`config.mk`:
```
export PLATFORM = sky130hd
export DESIGN_NAME = clip_timeline_position_resolver
export DESIGN_NICKNAME = d
export VERILOG_FILES = /design/src/rtl/core/ctpr_pkg.sv /design/src/rtl/core/clip_timeline_position_resolver.sv
export SDC_FILE = /design/constraint.sdc
export NUM_CORES = 2
export LEC_CHECK = 0
export ABC_AREA = 1
export BUFFER_PORTS_ARGS = -buffer_cell sky130_fd_sc_hd__buf_2
export CORE_MARGIN = 3
export CORE_UTILIZATION = 35
export CTS_BUF_LIST = sky130_fd_sc_hd__clkbuf_8
export CTS_CLUSTER_DIAMETER = 100
export DETAILED_ROUTE_END_ITERATION = 10
export HOLD_SLACK_MARGIN = 0.1
export PLACE_DENSITY = 0.57
export SETUP_SLACK_MARGIN = 0.4
export SYNTH_ARGS = -nofsm -noshare
export SYNTH_HDL_FRONTEND = slang
export SYNTH_SLANG_ARGS = --single-unit
```
`constraint.sdc`:
```
create_clock -name i_clk -period 9.7 [get_ports i_clk]
set_clock_uncertainty 0.05 [all_clocks]
set_input_delay 1.455 -clock i_clk [delete_from_list [all_inputs] [get_ports i_clk]]
set_output_delay 1.455 -clock i_clk [all_outputs]
set_load 0.02 [all_outputs]
```
`src/rtl/core/ctpr_pkg.sv`:
```
// Shared types and constants for the clip timeline position resolver.
// No dependencies.
`timescale 1ns / 1ps

package ctpr_pkg;

    localparam int MAX_CLIPS = 16;
    localparam int TIME_BITS = 40;
    localparam int LINE_BITS = TIME_BITS + 4;
    localparam int POS_BITS  = LINE_BITS + 1;
    localparam int IDX_BITS  = $clog2(MAX_CLIPS);
    localparam int CNT_BITS  = $clog2(MAX_CLIPS + 1);

    localparam logic [1:0] CMD_CLEAR   = 2'd0;
    localparam logic [1:0] CMD_APPEND  = 2'd1;
    localparam logic [1:0] CMD_RESOLVE = 2'd2;

    localparam logic [1:0] ST_OK   = 2'd0;
    localparam logic [1:0] ST_FULL = 2'd1;
    localparam logic [1:0] ST_TRIM = 2'd2;
    localparam logic [1:0] ST_MISS = 2'd3;

    typedef enum logic [3:0] {
        S_IDLE,
        S_DECODE,
        S_APP_SUB,
        S_APP_ADD,
        S_RD,
        S_GE,
        S_LT,
        S_ADD,
        S_DONE
    } t_state;

    typedef enum logic {
        ALU_ADD,
        ALU_SUB
    } t_alu_op;

endpackage

```
`src/rtl/core/clip_timeline_position_resolver.sv`:
```
// Clip timeline position resolver: clip table, cursor and sequenced scan.
// Depends on ctpr_pkg.
`timescale 1ns / 1ps

// An item is taken when start is high and busy is low; busy then stays high
// until the result has been shown. The result appears on the o_ result ports
// for exactly one cycle with o_valid high, and the receiver cannot stall it.
// All length, end, compare and source-offset arithmetic runs through one
// shared 45-bit adder/subtractor stepped by a small sequencer: clear and
// unused codes go from decode straight to done; an append subtracts trim-in
// from trim-out and then adds the length to the cursor (it skips both when the
// table is full, and the add when trim-out lies before trim-in); a resolve
// scans entries with a read, a start compare and, if that passes, an end
// compare, then does the source add on a hit. o_total_duration and
// o_clip_count track the table at all times and are valid with o_valid.
// There is no clearing pass after reset: only entries below the count are
// ever read.
module clip_timeline_position_resolver (
    input  logic                               i_clk,
    input  logic                               i_rst_n,
    input  logic                               start,
    output logic                               busy,
    input  logic [1:0]                         i_command,
    input  logic [ctpr_pkg::TIME_BITS-1:0]     i_trim_in,
    input  logic [ctpr_pkg::TIME_BITS-1:0]     i_trim_out,
    input  logic signed [ctpr_pkg::POS_BITS-1:0] i_position,
    output logic                               o_valid,
    output logic [1:0]                         o_status,
    output logic                               o_found,
    output logic [ctpr_pkg::IDX_BITS-1:0]      o_clip_index,
    output logic [ctpr_pkg::TIME_BITS-1:0]     o_source_pos,
    output logic [ctpr_pkg::LINE_BITS-1:0]     o_total_duration,
    output logic [ctpr_pkg::CNT_BITS-1:0]      o_clip_count
);
    import ctpr_pkg::*;

    t_state r_state, n_state;

    logic [1:0]           r_cmd;
    logic [TIME_BITS-1:0] r_tin, r_tout;
    logic [POS_BITS-1:0]  r_pos;
    logic [TIME_BITS-1:0] r_len, n_len;
    logic [LINE_BITS-1:0] r_off, n_off;
    logic [CNT_BITS-1:0]  r_count, n_count;
    logic [LINE_BITS-1:0] r_cursor, n_cursor;
    logic [IDX_BITS-1:0]  r_idx, n_idx;
    logic [1:0]           r_status, n_status;
    logic                 r_found, n_found;
    logic [IDX_BITS-1:0]  r_index, n_index;
    logic [TIME_BITS-1:0] r_spos, n_spos;

    logic [TIME_BITS-1:0] r_src_mem   [MAX_CLIPS];
    logic [LINE_BITS-1:0] r_start_mem [MAX_CLIPS];
    logic [LINE_BITS-1:0] r_end_mem   [MAX_CLIPS];
    logic [TIME_BITS-1:0] r_rd_src;
    logic [LINE_BITS-1:0] r_rd_start, r_rd_end;

    t_alu_op             alu_op;
    logic [POS_BITS-1:0] alu_a, alu_b, alu_b_eff, alu_sum;
    logic                alu_carry;
    logic [LINE_BITS-1:0] w_end;
    logic                w_accept, w_last;

    assign w_accept = start && !busy;
    assign w_last   = ({1'b0, r_idx} + CNT_BITS'(1)) >= r_count;

    // Shared adder: subtract is a + ~b + 1, carry out means a >= b.
    always_comb begin
        alu_op = ALU_ADD;
        alu_a  = '0;
        alu_b  = '0;
        case (r_state)
            S_APP_SUB: begin
                alu_op = ALU_SUB;
                alu_a  = POS_BITS'(r_tout);
                alu_b  = POS_BITS'(r_tin);
            end
            S_APP_ADD: begin
                alu_a = POS_BITS'(r_cursor);
                alu_b = POS_BITS'(r_len);
            end
            S_GE: begin
                alu_op = ALU_SUB;
                alu_a  = POS_BITS'(r_pos[LINE_BITS-1:0]);
                alu_b  = POS_BITS'(r_rd_start);
            end
            S_LT: begin
                alu_op = ALU_SUB;
                alu_a  = POS_BITS'(r_pos[LINE_BITS-1:0]);
                alu_b  = POS_BITS'(r_rd_end);
            end
            S_ADD: begin
                alu_a = POS_BITS'(r_rd_src);
                alu_b = POS_BITS'(r_off);
            end
            default: begin
                alu_op = ALU_ADD;
            end
        endcase
    end

    assign alu_b_eff = (alu_op == ALU_SUB) ? ~alu_b : alu_b;
    assign {alu_carry, alu_sum} = {1'b0, alu_a} + {1'b0, alu_b_eff}
                                + (POS_BITS + 1)'(alu_op == ALU_SUB);
    assign w_end = alu_sum[LINE_BITS] ? {LINE_BITS{1'b1}} : alu_sum[LINE_BITS-1:0];

    always_comb begin
        n_state = r_state;
        case (r_state)
            S_IDLE: begin
                if (w_accept) n_state = S_DECODE;
            end
            S_DECODE: begin
                case (r_cmd)
                    CMD_APPEND: begin
                        n_state = (r_count >= CNT_BITS'(MAX_CLIPS)) ? S_DONE : S_APP_SUB;
                    end
                    CMD_RESOLVE: begin
                        n_state = (r_pos[POS_BITS-1] || r_count == '0) ? S_DONE : S_RD;
                    end
                    default: begin
                        n_state = S_DONE;
                    end
                endcase
            end
            S_APP_SUB: begin
                n_state = alu_carry ? S_APP_ADD : S_DONE;
            end
            S_APP_ADD: begin
                n_state = S_DONE;
            end
            S_RD: begin
                n_state = S_GE;
            end
            S_GE: begin
                if (alu_carry)   n_state = S_LT;
                else if (w_last) n_state = S_DONE;
                else             n_state = S_RD;
            end
            S_LT: begin
                if (!alu_carry)  n_state = S_ADD;
                else if (w_last) n_state = S_DONE;
                else             n_state = S_RD;
            end
            S_ADD: begin
                n_state = S_DONE;
            end
            S_DONE: begin
                n_state = S_IDLE;
            end
            default: begin
                n_state = S_IDLE;
            end
        endcase
    end

    always_comb begin
        busy    = (r_state != S_IDLE) || !i_rst_n;
        o_valid = (r_state == S_DONE);
    end

    always_comb begin
        n_len    = r_len;
        n_off    = r_off;
        n_count  = r_count;
        n_cursor = r_cursor;
        n_idx    = r_idx;
        n_status = r_status;
        n_found  = r_found;
        n_index  = r_index;
        n_spos   = r_spos;
        case (r_state)
            S_DECODE: begin
                n_status = ST_OK;
                n_found  = 1'b0;
                n_index  = '0;
                n_spos   = '0;
                n_idx    = '0;
                case (r_cmd)
                    CMD_CLEAR: begin
                        n_count  = '0;
                        n_cursor = '0;
                    end
                    CMD_APPEND: begin
                        if (r_count >= CNT_BITS'(MAX_CLIPS)) n_status = ST_FULL;
                    end
                    CMD_RESOLVE: begin
                        if (r_pos[POS_BITS-1] || r_count == '0) n_status = ST_MISS;
                    end
                    default: begin
                        n_status = ST_OK;
                    end
                endcase
            end
            S_APP_SUB: begin
                n_len = alu_sum[TIME_BITS-1:0];
                if (!alu_carry) n_status = ST_TRIM;
            end
            S_APP_ADD: begin
                n_cursor = w_end;
                n_count  = r_count + CNT_BITS'(1);
            end
            S_GE: begin
                n_off = alu_sum[LINE_BITS-1:0];
                if (!alu_carry && w_last) n_status = ST_MISS;
                else if (!alu_carry)      n_idx = r_idx + IDX_BITS'(1);
            end
            S_LT: begin
                if (alu_carry && w_last) n_status = ST_MISS;
                else if (alu_carry)      n_idx = r_idx + IDX_BITS'(1);
            end
            S_ADD: begin
                n_found = 1'b1;
                n_index = r_idx;
                n_spos  = alu_sum[TIME_BITS-1:0];
            end
            default: begin
                n_len = r_len;
            end
        endcase
    end

    always_ff @(posedge i_clk) begin
        if (!i_rst_n) begin
            r_state  <= S_IDLE;
            r_count  <= '0;
            r_cursor <= '0;
        end else begin
            r_state  <= n_state;
            r_count  <= n_count;
            r_cursor <= n_cursor;
        end
    end

    always_ff @(posedge i_clk) begin
        if (w_accept) begin
            r_cmd  <= i_command;
            r_tin  <= i_trim_in;
            r_tout <= i_trim_out;
            r_pos  <= i_position;
        end
        r_len    <= n_len;
        r_off    <= n_off;
        r_idx    <= n_idx;
        r_status <= n_status;
        r_found  <= n_found;
        r_index  <= n_index;
        r_spos   <= n_spos;
    end

    always_ff @(posedge i_clk) begin
        if (r_state == S_APP_ADD) begin
            r_src_mem[r_count[IDX_BITS-1:0]]   <= r_tin;
            r_start_mem[r_count[IDX_BITS-1:0]] <= r_cursor;
            r_end_mem[r_count[IDX_BITS-1:0]]   <= w_end;
        end
        if (r_state == S_RD) begin
            r_rd_src   <= r_src_mem[r_idx];
            r_rd_start <= r_start_mem[r_idx];
            r_rd_end   <= r_end_mem[r_idx];
        end
    end

    assign o_status         = r_status;
    assign o_found          = r_found;
    assign o_clip_index     = r_index;
    assign o_source_pos     = r_spos;
    assign o_total_duration = r_cursor;
    assign o_clip_count     = r_count;

endmodule

```
Word level (Yosys, flattened, before mapping)
Memory sizes are Yosys's and may differ from the RTL's. A register that Yosys moved wholly into a read port is not among the register bits.
Cells that the tools add are included.
{"block": "op_classes", "bitwise_logic": 1, "addsub": 5, "n_eq_ne": 19, "order_cmp": 2, "n_reduce_logical": 22, "muxes": 35}
{"op": "44-bit case mux with 5 select lines", "count": 1}
{"op": "44-bit case mux with 4 select lines", "count": 1}
{"op": "44-bit two-way mux", "count": 2}
{"op": "44-bit case mux with 2 select lines", "count": 1}
{"op": "40-bit case mux with 2 select lines", "count": 1}
{"op": "45-bit by 45-bit adder with 46-bit output", "count": 1}
{"op": "46-bit by 1-bit adder with 46-bit output", "count": 1}
{"op": "45-bit two-way mux", "count": 1}
{"op": "45-bit inverter", "count": 1}
{"op": "4-bit two-way mux", "count": 11}
{"op": "4-bit case mux with 7 select lines", "count": 1}
{"op": "4-bit by 3-bit == test with 1-bit output (second input constant)", "count": 4}
{"op": "2-bit inequality test (second input constant)", "count": 8}
{"op": "4-bit case mux with 2 select lines", "count": 2}
{"op": "4-bit case mux with 3 select lines", "count": 1}
{"op": "5-bit case mux with 2 select lines", "count": 1}
{"op": "4-bit by 2-bit == test with 1-bit output (second input constant)", "count": 2}
{"op": "2-bit two-way mux", "count": 4}
{"op": "2-bit case mux with 4 select lines", "count": 1}
{"op": "4-bit nonzero test", "count": 2}
{"op": "4-bit by 1-bit adder with 5-bit output (second input constant)", "count": 1}
{"op": "5-bit by 1-bit adder with 5-bit output (second input constant)", "count": 1}
{"op": "5-bit greater-or-equal comparator", "count": 1}
{"op": "5-bit greater-or-equal comparator (second input constant)", "count": 1}
{"op": "other kinds (23)", "count": 33}
{"block": "word_totals", "wordCells": 101, "ram_bits": 2048, "output_inout_bits": 98, "reg_bits": 315, "n_memories": 3, "inputBits": 130}
{"memory": "r_end_mem", "depth": 16, "width": 44, "read_ports": 1, "rd_clocked_by_memory_dff": 1, "write_ports": 1, "line_no": "clip_timeline_position_resolver.sv:54", "text": "logic [LINE_BITS-1:0] r_end_mem [MAX_CLIPS];"}
{"memory": "r_start_mem", "depth": 16, "width": 44, "read_ports": 1, "rd_clocked_by_memory_dff": 1, "write_ports": 1, "line_no": "clip_timeline_position_resolver.sv:53", "text": "logic [LINE_BITS-1:0] r_start_mem [MAX_CLIPS];"}
{"memory": "r_src_mem", "depth": 16, "width": 40, "read_ports": 1, "rd_clocked_by_memory_dff": 1, "write_ports": 1, "line_no": "clip_timeline_position_resolver.sv:52", "text": "logic [TIME_BITS-1:0] r_src_mem [MAX_CLIPS];"}

Longest topological paths before layout
{"block": "depth", "ltp_word": 10, "depth_mapped": 26, "depth_no_buf": 26}

Worst setup path after synthesis
No wires, ideal clock.
{"block": "synth_timing", "path_kind": "input -> register", "from": "input i_rst_n", "to": "register r_cmd[0], enable pin", "setup_ns": 0.615, "t_required_ns": 9.035, "arrival_time_ns": 6.931, "path_buffers": 0, "path_slack_ns": 2.104, "path_stages": 2, "cell_sequence": "nand2_1 > nor2_1"}
{"block": "synth_between", "elab_chain_len": 4}
{"element": "start: declaration", "line_no": "clip_timeline_position_resolver.sv:20", "text": "input logic i_rst_n,"}
{"element": "1-bit logical NOT"}
{"element": "1-bit logical OR", "line_no": "clip_timeline_position_resolver.sv:158", "text": "busy = (r_state != S_IDLE) || !i_rst_n;"}
{"element": "1-bit logical NOT", "line_no": "clip_timeline_position_resolver.sv:64", "text": "assign w_accept = start && !busy;"}
{"element": "1-bit logical AND", "line_no": "clip_timeline_position_resolver.sv:64"}
{"element": "net w_accept", "line_no": "clip_timeline_position_resolver.sv:62", "text": "logic w_accept, w_last;"}
{"element": "end signal: assignment", "line_no": "clip_timeline_position_resolver.sv:237", "text": "r_cmd <= i_command;"}
{"element": "end: declaration", "line_no": "clip_timeline_position_resolver.sv:39", "text": "logic [1:0] r_cmd;"}
The timed path passes the listed nets, and every way through them passes these cells.
A chain may end at the register's enable or synchronous reset.

Final worst setup path
{"block": "layout_timing", "from": "register r_state[0]", "to": "memory r_end_mem[14][41] (netlist bit), data pin"}
{"block": "layout_between", "elab_chain_len": 7, "word_cells_on_any_way": 15, "classes_between": "add/sub: 2; eq/ne: 5; mux: 5; bitwise: 1; reduce/logical: 2"}
{"element": "start: declaration", "line_no": "clip_timeline_position_resolver.sv:37", "text": "t_state r_state, n_state;"}
{"element": "start signal: assignment", "line_no": "clip_timeline_position_resolver.sv:229", "text": "r_state <= n_state;"}
{"element": "4-bit by 3-bit == test with 1-bit output / 4-bit by 2-bit == test with 1-bit output (equally long branches)", "line_no": "clip_timeline_position_resolver.sv:72", "text": "case (r_state)"}
{"element": "44-bit case mux with 5 select lines / 3-bit OR reduction (equally long branches)"}
{"element": "45-bit inverter / 1-bit two-way mux (equally long branches)", "line_no": "clip_timeline_position_resolver.sv:102, clip_timeline_position_resolver.sv:72"}
{"element": "45-bit two-way mux", "line_no": "clip_timeline_position_resolver.sv:102", "text": "assign alu_b_eff = (alu_op == ALU_SUB) ? ~alu_b : alu_b;"}
{"element": "45-bit by 45-bit adder with 46-bit output", "line_no": "clip_timeline_position_resolver.sv:103", "text": "assign {alu_carry, alu_sum} = {1'b0, alu_a} + {1'b0, alu_b_eff}"}
{"element": "46-bit by 1-bit adder with 46-bit output *", "line_no": "clip_timeline_position_resolver.sv:104", "text": "+ (POS_BITS + 1)'(alu_op == ALU_SUB);"}
{"element": "44-bit two-way mux *", "line_no": "clip_timeline_position_resolver.sv:105", "text": "assign w_end = alu_sum[LINE_BITS] ? {LINE_BITS{1'b1}} : alu_sum[LINE_BITS-1:0];"}
{"element": "net w_end[41]", "line_no": "clip_timeline_position_resolver.sv:61", "text": "logic [LINE_BITS-1:0] w_end;"}
{"element": "end: declaration", "line_no": "clip_timeline_position_resolver.sv:54"}
Mark *: on every way through the listed nets, which the timed path passes. The rest lies on a longest branch.

==> flow_summary.toml <==
[clock_tree]
numClockSinks = 2491
cts_tree = "done"
htree_levels = 5
clkTransAtPathRegs_ps = 60
cts_buffer_depth = 4
cts-root-buf = "clkbuf_8"
ctsHoldBuffers = 0
ctsResizeCount = 0
insertion_delay_ps = 1130
cts_setup_buffers = 0
cts_buffers = 418

[synth]
synthCells = 7448
synth_mux_area_share_pct = 0.0610
synthAdderAreaFrac_pct = 0.732
yosys-top-cells-area = "edfxtp_1, o21ai_0, nor2_1"
yosys.area_share.simple_pct = 8.60
ys_seq_elements = 2491
yosysTopAreaCell = "edfxtp_1"
ys_warn_count = 0
synth_compound_area_share_pct = 12.4
yosys.area_share.xor_xnor_pct = 0.273
synth_nets = 7635
synth_top_family_by_area = "compound AO/OA/AOI/OAI gates"
syn_area_um2 = 98500
synth_top_area_share_pct = 74.4
ys_seq_area_share_pct = 75.4
syn_avg_cell_area_um2 = 13.2
synth_cell_type_count = 52

[pwr]
ir_drop_mv = 0.123
p_per_area_nw_per_um2 = 196
leakagePower_nw = 37.3

[timing]
setup_slack_ps = 3380
finalSetupTns_ps = 0
grt_setup_unrepaired = "no"
worst_pin_slew_ps = 1310
slew_headroom_pct = 12.4
final.min_clock_period_ps = 6320
hold_viol_final = 0
setup_viol = 0
maxSlewViolCount = 0
period_share_pct = 65.2
clock.fmax_mhz = 158

[floorplanning]
die_h_um = 536
num_rows = 194
core_um2 = 280000
initial_core_util_pct = 35.2
io_pins = 228
dieArea_um2 = 288000
die-width_um = 536

[detailed_routing]
ant_nets = 0
drtPass1Iterations = 6
vias = 65800
wire_per_inst_um = 27.3
drtIter0Drc = 8160
viasPerCell = 5.58
routed_wl_mm = 322
route.detailed.drc = 0

[final_layout]
multi_input_area_um2 = 21900
nets = 7931
regArea_um2 = 74300
synthToLayoutAreaGrowth_pct = 13.4
layout_common_cells = "edfxtp_1, nor2_1, o21ai_0, nand2_1, clkbuf_8"
layout_commonest_cell = "edfxtp_1"
n_fill_cell = 26100
layout-drive-gt1-share_pct = 11.8

[flow_run]
cap_violations = 0

[grt]
track_usage_pct = 21.7
grt_pass1_vias = 62700
antenna_found_initial = 35
gr-total-overflow = 0
grt_first_pass_wirelength_mm = 455
grt_max_degree = 213

[setup_path]
crit_fanout = 33
arrival_ps = 6920
crit_required_ps = 10300
crit_buf_inv = 3
cp_slowest_cell = "nor2_4"
path_delay_family = "simple AND/OR/NAND/NOR gates"
path_class = "reg -> reg"
crit_path_end_kind = "flip-flop"
cp_cell_sequence = "nand2_2, nor2_4, buf_4, buf_4, nand2_1, a31oi_1, ha_1, a21oi_1, o21ai_0, a21oi_1, o21ai_0, a21oi_1, nand4_1, nand2_2, buf_4, nand3_1"
critical_path.startpoint_type = "flip-flop"
slowest_delay_ps = 730

[min_path]
min_path_type = "in -> reg"

[place]
port_buffers = 227
pre_cts_ws_ps = 3570
hpwl_mm = 178
gp_congestion = 0.961

[outcome]
status = "complete, no violations"
[worst register-to-register path: stages (launching register included)]
cell	delay (ps)
dfxtp_1	450
nand2_2	150
nor2_4	730
buf_4	460
buf_4	430
nand2_1	110
a31oi_1	200
ha_1	310
a21oi_1	250
o21ai_0	190
a21oi_1	140
o21ai_0	150
a21oi_1	300
nand4_1	150
nand2_2	460
buf_4	670
nand3_1	670
[cells in the mapped netlist (all sizes together)]
| cell | count |
|---|---|
| o21ai | 1177 |
| a31o | 1 |
| ha | 56 |
| nand2 | 657 |
| dfxtp | 53 |
| o221ai | 258 |
| o21bai | 7 |
| a31oi | 44 |
| or2 | 3 |
| fa | 1 |
| nand3 | 191 |
| xnor2 | 12 |
| a21boi | 2 |
| clkinv | 1 |
| o21a | 7 |
| nor2 | 1268 |
| clkbuf | 442 |
| o211ai | 82 |
| o32ai | 10 |
| nand4 | 9 |
| a22oi | 37 |
| a211oi | 1 |
| buf | 49 |
| a21oi | 129 |
| o221a | 1 |
| o22ai | 286 |
| a22o | 9 |
| xor2 | 17 |
| nor3 | 12 |
| nor4 | 1 |
| mux2i | 6 |
| inv | 161 |
| a21o | 16 |
| nand3b | 3 |
| and2 | 1 |
| edfxtp | 2438 |
[cell type report]
class                           instances  share of cell area, %
Timing Repair Buffer                  367                   2.30
Clock inverter                        280                   1.28
Clock buffer                          444                   5.48
Antenna cell                           20                 0.0448
Tap cell                             3724                   4.17
Multi-Input combinational cell       4304                   19.6
Sequential cell                      2491                   66.5
Inverter                              162                  0.572
[state kept, by name, summed over array words and instances (netlist names), 44 cells and up]
signal and cells:
o_total_duration 44, r_end_mem 704, r_off 44, r_pos 45, r_rd_end 44, r_rd_start 44, r_src_mem 640, r_start_mem 704
[final timing paths]
| check | cells past startpoint | startpoint | slack, ps | endpoint |
|---|---|---|---|---|
| worst min-delay path | 1 | i_trim_out[8] | 450 | r_tout[8] |
| worst max register to register | 16 | r_state[0] | 3380 | r_end_mem[14][41] |
| worst min register to register | 2 | o_clip_count[1] | 490 | o_clip_count[1] |
| worst max-delay path | 16 | r_state[0] | 3380 | r_end_mem[14][41] |
[per-layer routing]
layer  GRT usage [%]  part of all wire [%]  wire, um
met5               0                 0.025        82
met4            8.53                   3.9     12700
met3            4.05                   8.7     27900
met2            34.1                    46    149000
met1            29.9                    41    133000
[kinds of logic after synthesis]
kind of cell / count (synthesis)
muxes: 6
buffers and inverters: 653
adders and majority gates: 57
xor gates and xnor gates: 29
and+or+nand+nor: 2145
AOI/OAI and AO/OA: 2067
DFF: 2491
[where the power goes]
group / internal [W] / leakage (nW) / switching [W]
Sequential: 0.0118 / 22.8 / 0.0000981
Clock: 0.00446 / 4.39 / 0.00414
Combinational: 0.000362 / 10.1 / 0.00101
[metrics by stage]
| step | instance area (um^2) | hold slack, ps | cells | total power, W | utilization [%] |
|---|---|---|---|---|---|
| CTS | 112000 | 339 | 11800 | 0.0220 | 39.9 |
| floorplan | 98500 | 502 | 7448 | 0.0129 | - |
| global route | 112000 | 376 | 11800 | 0.0227 | 39.9 |
| finish | 112000 | 452 | 11800 | 0.0219 | 39.9 |
| detailed placement | 104000 | 477 | 11000 | 0.0135 | 37.2 |
| global placement | 104000 | 474 | 11000 | 0.0135 | 37.2 |
Power figures use the tool's default switching activity.
